File: config.mk
export PLATFORM = sky130hd
export DESIGN_NAME = nearest_neighbor_track_table
export DESIGN_NICKNAME = d
export VERILOG_FILES = /design/src/hdl/nntt_pkg.sv /design/src/hdl/nntt_dist.sv /design/src/hdl/nearest_neighbor_track_table.sv
export VERILOG_INCLUDE_DIRS = /design/src /design/src/hdl
export SDC_FILE = /design/constraint.sdc
export NUM_CORES = 2
export LEC_CHECK = 0
export ABC_AREA = 1
export BUFFER_PORTS_ARGS = -buffer_cell sky130_fd_sc_hd__buf_2
export CAP_MARGIN = 25
export CORE_MARGIN = 5
export CORE_UTILIZATION = 30
export DETAILED_ROUTE_END_ITERATION = 7
export PLACE_DENSITY = 0.52
export SETUP_SLACK_MARGIN = 0.15
export SLEW_MARGIN = 40
export SYNTH_ARGS = -nofsm -noshare
export SYNTH_HDL_FRONTEND = slang
export SYNTH_HIERARCHICAL = 1
export SYNTH_SLANG_ARGS = --single-unit
File: constraint.sdc
create_clock -name clk -period 11.25 [get_ports clk]
set_clock_uncertainty 0.2 [all_clocks]
set_input_delay 2.25 -clock clk [delete_from_list [all_inputs] [get_ports clk]]
set_output_delay 2.25 -clock clk [all_outputs]
set_load 0.1 [all_outputs]
File: src/hdl/nearest_neighbor_track_table_macros.svh
// Assertion macros for the track table.
`ifndef NEAREST_NEIGHBOR_TRACK_TABLE_MACROS_SVH
`define NEAREST_NEIGHBOR_TRACK_TABLE_MACROS_SVH
`define NNTT_ASSERT_IMPL(lbl, a, c) \
  lbl: assert property (@(posedge clk) disable iff (rst) (a) |-> (c)) \
    else $error("nntt check failed");
`define NNTT_ASSERT_NEXT(lbl, a, c) \
  lbl: assert property (@(posedge clk) disable iff (rst) (a) |=> (c)) \
    else $error("nntt check failed");
`endif

File: src/hdl/nntt_pkg.sv
// Types and constants of the track table.
`default_nettype none
package nntt_pkg;
  localparam logic [1:0] KIND_DET = 2'd0;
  localparam logic [1:0] KIND_LIST = 2'd1;
  localparam logic [1:0] KIND_SUM = 2'd2;
  localparam logic [1:0] REG_GATE = 2'd0;
  localparam logic [1:0] REG_CONFIRM = 2'd1;
  localparam logic [1:0] REG_ALPHA = 2'd2;
  localparam logic [1:0] REG_TIMEOUT = 2'd3;

  typedef struct packed {
    logic        func;
    logic signed [15:0] pos_x;
    logic signed [15:0] pos_y;
    logic signed [15:0] pos_z;
    logic [13:0] size_in;
    logic [31:0] frame_time;
  } req_in_t;

  typedef struct packed {
    logic [1:0]  kind;
    logic [15:0] track_id;
    logic        is_new;
    logic        is_confirmed;
    logic        table_full;
    logic signed [15:0] out_x;
    logic signed [15:0] out_y;
    logic signed [15:0] out_z;
    logic [13:0] out_size;
    logic [6:0]  removed_count;
    logic [6:0]  live_count;
    logic        last;
  } req_out_t;

  typedef struct packed {
    logic        start;
  } dist_ctl_t;
endpackage
`default_nettype wire

File: src/hdl/nntt_dist.sv
// Shared squared-distance unit: one axis difference squared per cycle, accumulated.
`default_nettype none
module nntt_dist import nntt_pkg::*; (
  input  wire logic clk,
  input  wire dist_ctl_t ctl,
  input  wire logic signed [15:0] a,
  input  wire logic signed [15:0] b,
  output logic [34:0] acc
);
  logic signed [16:0] diff;
  logic [33:0] sqr;
  assign diff = 17'(a) - 17'(b);
  assign sqr = 34'(diff * diff);
  always_ff @(posedge clk) begin
    if (ctl.start) begin
      acc <= 35'(sqr);
    end else begin
      acc <= acc + 35'(sqr);
    end
  end
endmodule
`default_nettype wire

File: src/hdl/nearest_neighbor_track_table.sv
// Top level of the gated nearest-neighbor track table.
`default_nettype none
`include "nearest_neighbor_track_table_macros.svh"
// A detection scans the table with one shared squarer that handles one axis of one slot
// per cycle, skipping slots already matched this frame, then does the last distance
// compare, the decision and, on a match, the update. An end of frame compacts the table,
// then lists the confirmed remaining tracks and a summary, holding while a result waits
// on out_stall. The block takes one request at a time; in_stall is high while a request
// is in work or a result waits.
module nearest_neighbor_track_table import nntt_pkg::*; #(
  parameter int MAX_TRACKS = 16
) (
  input  wire logic clk,
  input  wire logic rst,
  input  wire logic in_valid,
  output logic in_stall,
  input  wire req_in_t in_data,
  output logic out_valid,
  input  wire logic out_stall,
  output req_out_t out_data,
  input  wire logic cfg_we,
  input  wire logic [1:0] cfg_index,
  input  wire logic [33:0] cfg_data
);
  localparam int IW = $clog2(MAX_TRACKS);
  localparam int CW = $clog2(MAX_TRACKS + 1);

  typedef enum logic [2:0] {S_IDLE, S_SCAN, S_DEC, S_UPD, S_COMP, S_LIST}
    state_t;
  state_t state;

  logic [33:0] gate;
  logic [7:0] confirm;
  logic [8:0] alpha;
  logic [15:0] tmo;

  logic signed [15:0] sx [MAX_TRACKS];
  logic signed [15:0] sy [MAX_TRACKS];
  logic signed [15:0] sz [MAX_TRACKS];
  logic [13:0] ssz [MAX_TRACKS];
  logic [31:0] sseen [MAX_TRACKS];
  logic [7:0] shits [MAX_TRACKS];
  logic sconf [MAX_TRACKS];
  logic [15:0] sid [MAX_TRACKS];
  logic [MAX_TRACKS-1:0] smatch;
  logic [CW-1:0] occ, rd, wr, removed;
  logic [15:0] nid;

  req_in_t rq;
  logic [1:0] axis;
  logic pend;
  logic [IW-1:0] pidx, bidx;
  logic [34:0] best;
  logic found;
  logic [34:0] acc;
  dist_ctl_t dctl;
  logic signed [15:0] da, db;
  logic [IW-1:0] ri, wi;
  logic [31:0] age;
  logic [8:0] asat;
  logic [22:0] mix;
  logic [7:0] hnew;
  req_out_t res;
  logic res_load;

  assign ri = rd[IW-1:0];
  assign wi = wr[IW-1:0];
  assign dctl.start = (axis == 2'd0);
  always_comb begin
    unique case (axis)
      2'd0: begin da = rq.pos_x; db = sx[ri]; end
      2'd1: begin da = rq.pos_y; db = sy[ri]; end
      default: begin da = rq.pos_z; db = sz[ri]; end
    endcase
  end
  nntt_dist u_dist (.clk(clk), .ctl(dctl), .a(da), .b(db), .acc(acc));

  assign age = rq.frame_time - sseen[ri];
  assign asat = (alpha > 9'd256) ? 9'd256 : alpha;
  assign mix = 23'((9'd256 - asat) * ssz[bidx]) + 23'(asat * rq.size_in) + 23'd128;
  assign hnew = (shits[bidx] == 8'hFF) ? 8'hFF : shits[bidx] + 8'd1;
  assign in_stall = (state != S_IDLE) || out_valid;

  always_comb begin
    res = '0;
    res_load = 1'b0;
    unique case (state)
      S_DEC: begin
        res.kind = KIND_DET; res.last = 1'b1;
        if (found) begin
          res_load = 1'b0;
        end else if (occ >= CW'(MAX_TRACKS)) begin
          res.table_full = 1'b1; res_load = 1'b1;
        end else begin
          res.track_id = nid; res.is_new = 1'b1;
          res.is_confirmed = (confirm <= 8'd1);
          res.out_x = rq.pos_x; res.out_y = rq.pos_y;
          res.out_z = rq.pos_z; res.out_size = rq.size_in;
          res_load = 1'b1;
        end
      end
      S_UPD: begin
        res.kind = KIND_DET; res.last = 1'b1;
        res.track_id = sid[bidx];
        res.is_confirmed = sconf[bidx] || (hnew >= confirm);
        res.out_x = sx[bidx]; res.out_y = sy[bidx];
        res.out_z = sz[bidx]; res.out_size = mix[21:8];
        res_load = 1'b1;
      end
      S_LIST: begin
        if (!out_valid || !out_stall) begin
          if (rd < occ) begin
            if (sconf[ri]) begin
              res.kind = KIND_LIST; res.track_id = sid[ri];
              res.is_confirmed = 1'b1; res.out_x = sx[ri];
              res.out_y = sy[ri]; res.out_z = sz[ri];
              res.out_size = ssz[ri]; res_load = 1'b1;
            end
          end else begin
            res.kind = KIND_SUM; res.last = 1'b1;
            res.removed_count = 7'(removed); res.live_count = 7'(occ);
            res_load = 1'b1;
          end
        end
      end
      default: begin
        res_load = 1'b0;
      end
    endcase
  end

  always_ff @(posedge clk) begin
    if (rst) begin
      gate <= 34'd250000; confirm <= 8'd3; alpha <= 9'd77; tmo <= 16'd1000;
    end else if (cfg_we) begin
      unique case (cfg_index)
        REG_GATE: gate <= cfg_data;
        REG_CONFIRM: confirm <= cfg_data[7:0];
        REG_ALPHA: alpha <= cfg_data[8:0];
        REG_TIMEOUT: tmo <= cfg_data[15:0];
      endcase
    end
  end

  always_ff @(posedge clk) begin
    if (rst) begin
      state <= S_IDLE; out_valid <= 1'b0;
      smatch <= '0; occ <= '0; nid <= '0;
      rd <= '0; wr <= '0; removed <= '0; axis <= '0; pend <= 1'b0; found <= 1'b0;
      pidx <= '0; bidx <= '0; best <= '0;
    end else begin
      if (res_load) begin
        out_data <= res; out_valid <= 1'b1;
      end else if (out_valid && !out_stall) begin
        out_valid <= 1'b0;
      end
      unique case (state)
        S_IDLE: begin
          if (in_valid && !out_valid) begin
            rq <= in_data; rd <= '0; wr <= '0; removed <= '0; axis <= '0;
            pend <= 1'b0; found <= 1'b0; best <= 35'(gate);
            state <= in_data.func ? S_COMP : S_SCAN;
          end
        end
        S_SCAN: begin
          // acc from previous slot is complete when axis wraps to 0
          if (pend && axis == 2'd0) begin
            pend <= 1'b0;
            if (acc < best) begin best <= acc; bidx <= pidx; found <= 1'b1; end
          end
          if (axis != 2'd0) begin
            axis <= (axis == 2'd2) ? 2'd0 : axis + 2'd1;
            if (axis == 2'd2) begin pend <= 1'b1; pidx <= ri; rd <= rd + 1'b1; end
          end else if (rd < occ && !smatch[ri]) begin
            axis <= 2'd1;
          end else if (rd < occ) begin
            rd <= rd + 1'b1;
          end else if (!pend) begin
            state <= S_DEC;
          end
        end
        S_DEC: begin
          if (found) begin
            state <= S_UPD;
          end else if (occ >= CW'(MAX_TRACKS)) begin
            state <= S_IDLE;
          end else begin
            sid[occ[IW-1:0]] <= nid; nid <= nid + 16'd1;
            sx[occ[IW-1:0]] <= rq.pos_x; sy[occ[IW-1:0]] <= rq.pos_y;
            sz[occ[IW-1:0]] <= rq.pos_z; ssz[occ[IW-1:0]] <= rq.size_in;
            sseen[occ[IW-1:0]] <= rq.frame_time; shits[occ[IW-1:0]] <= 8'd1;
            sconf[occ[IW-1:0]] <= (confirm <= 8'd1); smatch[occ[IW-1:0]] <= 1'b1;
            occ <= occ + 1'b1;
            state <= S_IDLE;
          end
        end
        S_UPD: begin
          sseen[bidx] <= rq.frame_time; shits[bidx] <= hnew;
          sconf[bidx] <= sconf[bidx] || (hnew >= confirm);
          ssz[bidx] <= mix[21:8]; smatch[bidx] <= 1'b1;
          state <= S_IDLE;
        end
        S_COMP: begin
          if (rd < occ) begin
            if (age > 32'(tmo)) begin
              removed <= removed + 1'b1;
            end else begin
              sx[wi] <= sx[ri]; sy[wi] <= sy[ri]; sz[wi] <= sz[ri];
              ssz[wi] <= ssz[ri]; sseen[wi] <= sseen[ri]; shits[wi] <= shits[ri];
              sconf[wi] <= sconf[ri]; sid[wi] <= sid[ri];
              wr <= wr + 1'b1;
            end
            rd <= rd + 1'b1;
          end else begin
            occ <= wr; rd <= '0; smatch <= '0; state <= S_LIST;
          end
        end
        S_LIST: begin
          if (!out_valid || !out_stall) begin
            if (rd < occ) begin
              rd <= rd + 1'b1;
            end else begin
              state <= S_IDLE;
            end
          end
        end
        default: state <= S_IDLE;
      endcase
    end
  end

  `NNTT_ASSERT_IMPL(a_occ_max, 1'b1, occ <= CW'(MAX_TRACKS))
  `NNTT_ASSERT_IMPL(a_stall_busy, state != S_IDLE, in_stall)
  `NNTT_ASSERT_NEXT(a_hold, out_valid && out_stall, out_valid && $stable(out_data))
endmodule
`default_nettype wire
==> impl_metrics.env <==
export IMPL_status="finished, final reports clean"
export IMPL_cts_sinks=2305
export IMPL_core_rowCount=242
export IMPL_ys_types=60
export IMPL_routabilityCongestion=0.9346
export IMPL_ys_seq_area_frac=0.5124
export IMPL_tns_ns=0
export IMPL_die_h_um=670.6
export IMPL_final_max_slew_violation_count=0
export IMPL_reg2reg_depth=43
export IMPL_synth_warnings=6
export IMPL_grt_pass1_vias=99603
export IMPL_dp_hpwl_um=292800
export IMPL_drt_iter0_drc=10831
export IMPL_hold_viol_final=0
export IMPL_fin_hold_ws_ns=0.2503
export IMPL_dr_pass1_iters=6
export IMPL_maxSlewHeadroom=0.3873
export IMPL_met2_usage=0.3217
export IMPL_setup_viol=0
export IMPL_antenna_found_initial=17
export IMPL_clk_path_buf_depth=4
export IMPL_cp_max_fo=58
export IMPL_clk_pin_slew_worst_paths_ns=0.06
export IMPL_vias=104711
export IMPL_hp_start="gate[21]"
export IMPL_r2r_end="u_dist/acc[16]"
export IMPL_globalRoute_totalOverflow=0
export IMPL_io_buffers=231
export IMPL_h_tree_depth=4
export IMPL_max_slew_worst_pin_slew_ns=0.9191
export IMPL_cts_root_buf="clkbuf_16"
export IMPL_async_flop_share=0
export IMPL_slowest_stage="fa_1"
export IMPL_cts_tree="yes"
export IMPL_period_share=0.9489
export IMPL_nNetsFinal=14926
export IMPL_holdPathStages=2
export IMPL_worstSetupPathType="flip-flop to flip-flop"
export IMPL_grt_pass1_wl_um=684700
export IMPL_drc=0
export IMPL_synthFlopType="edfxtp_1"
export IMPL_wl_per_cell_um=23.89
export IMPL_finalWirelength_um=475700
export IMPL_fp_dieW_um=670.6
export IMPL_crit_path_max_incr_delay_ns=0.57
export IMPL_grt_usage=0.2015
export IMPL_ant_nets=0
export IMPL_min_to="gate[21]"
export IMPL_reg2reg_slack_ns=0.57
export IMPL_syn2layout_area_growth_pct=13.78
export IMPL_ys_seq_elements=2305
export IMPL_dieArea_mm2=0.4497
export IMPL_worstPathArrival_ns=11.24
export IMPL_cts_buffers=244
export IMPL_synth_edf_count=2092
export IMPL_crit_path_end_kind="flip-flop"
export IMPL_cp_required_ns=11.82
export IMPL_hold_class="flip-flop to flip-flop"
export IMPL_via_per_inst=5.260
export IMPL_crit_top_cell="inv_1"
export IMPL_final_layout_size_suffix_gt1_frac=0.08880
export IMPL_grt_use_met1=0.2763
export IMPL_rsz0062_at_grt="false"
export IMPL_pin_count=236
export IMPL_synth_avg_cell_area_um2=9.417
export IMPL_layout_cells_most_common="o21ai_0"
export IMPL_busiest_layer="met2"
export IMPL_timing_fmax_mhz=93.67
export IMPL_initial_core_util=0.3013
export IMPL_finalCriticalPeriod_ns=10.68
export IMPL_maxCapViolCount=0
export IMPL_core_mm2=0.4345
export IMPL_worstSetupStartpointType="flip-flop"
export IMPL_grt_max_degree=165
export IMPL_clock_latency_ns=0.97
export IMPL_grtUsageMet3=0.02979
export IMPL_final_cell_mix="2168 x o21ai_0, 2092 x edfxtp_1, 1839 x nand2_1"
export IMPL_postSynthCellCount=13903
export IMPL_syn_cell_area_mm2=0.1309
## worst max-delay path: cells and delay by family, from the launching register on
family	cells	cell delay, ns
and+or+nand+nor	14	2.54
adders and majority gates	9	4.13
DFF	1	0.47
buffers and inverters	10	1.09
AOI/OAI and AO/OA	9	1.69
xor gates and xnor gates	1	0.33
## worst max-delay path by stage
| stage | to |
|---|---|
| after floorplan | u_dist/acc[34] |
| after global placement | u_dist/acc[21] |
| after detailed placement | u_dist/acc[16] |
| after CTS | u_dist/acc[16] |
| after global routing | u_dist/acc[30] |
| final | u_dist/acc[16] |
## cells in the mapped netlist (all sizes together) (6+ instances only)
cell	count	area share
o21ai	2225	0.085
edfxtp	2092	0.48
nand2	1876	0.054
inv	1870	0.054
a21oi	1332	0.051
nor2	1115	0.033
clkbuf	636	0.018
nand3	496	0.019
fa	487	0.074
ha	328	0.031
o211ai	274	0.016
o221ai	255	0.017
dfxtp	213	0.033
buf	208	0.0077
o22ai	103	0.0049
nand4	55	0.0027
xor2	51	0.0035
nor3	41	0.0017
o311ai	29	0.0019
o31ai	25	0.0014
and2	24	0.0011
xnor2	21	0.0016
a22oi	20	0.0011
or2	20	0.00096
nand3b	18	0.0010
o21bai	14	0.00080
a31oi	11	0.00053
clkinv	11	0.00032
o21a	11	0.00063
nor4	9	0.00043
o32ai	7	0.00047
a211oi	6	0.00034
## final cells by class
cell class | count | area, um2
Timing Repair Buffer | 655 | 5647
Inverter | 1881 | 7187
Clock buffer | 299 | 6526
Tap cell | 5734 | 7174
Multi-Input combinational cell | 8888 | 53970
Antenna cell | 8 | 20.02
Fill cell | 44081 | 285500
Clock inverter | 138 | 1335
Sequential cell | 2305 | 67110
## registers in the layout, summed over array words and instances (netlist names), 128 cells and up, named ones only
name / flops
shits: 128
sid: 256
sseen: 512
ssz: 224
sx: 256
sy: 256
sz: 256
## metal layers
metal	vias to the layer above	wire length, um
li1	48072	-
met2	4372	215500
met3	801	36360
met4	2	19980
met1	51464	203800
met5	-	13
## cell families after synthesis
logic type | after synthesis | synth area share
AO/OA/AOI/OAI | 4323 | 0.1819
XOR/XNOR | 72 | 0.005075
adder cells (fa/ha/maj) | 815 | 0.1058
buffers and inverters | 2725 | 0.07984
flip-flops | 2305 | 0.5124
other | 2 | 0.00005736
AND/OR/NAND/NOR | 3661 | 0.1149
## repair_timing
action | CTS | global route
endpoints found under the setup margin | 0 | 20
hold buffers | 0 | 0
gates resized for setup | 0 | 58
buffers inserted | 0 | 23
## metrics by stage
stage	utilization	instance area, um2	setup slack (ns)	std cells
after floorplan	-	131000	1.608	13918
after global placement	0.3229	140300	0.2951	19431
after detailed placement	0.3232	140400	0.3345	19433
after CTS	0.3413	148300	0.2848	19870
after global routing	0.3428	149000	0.1152	19902
final	0.3428	149000	0.5747	19908
Power is not shown: default switching activity piles up to over one toggle a cycle in this logic, so the estimate is an artifact.
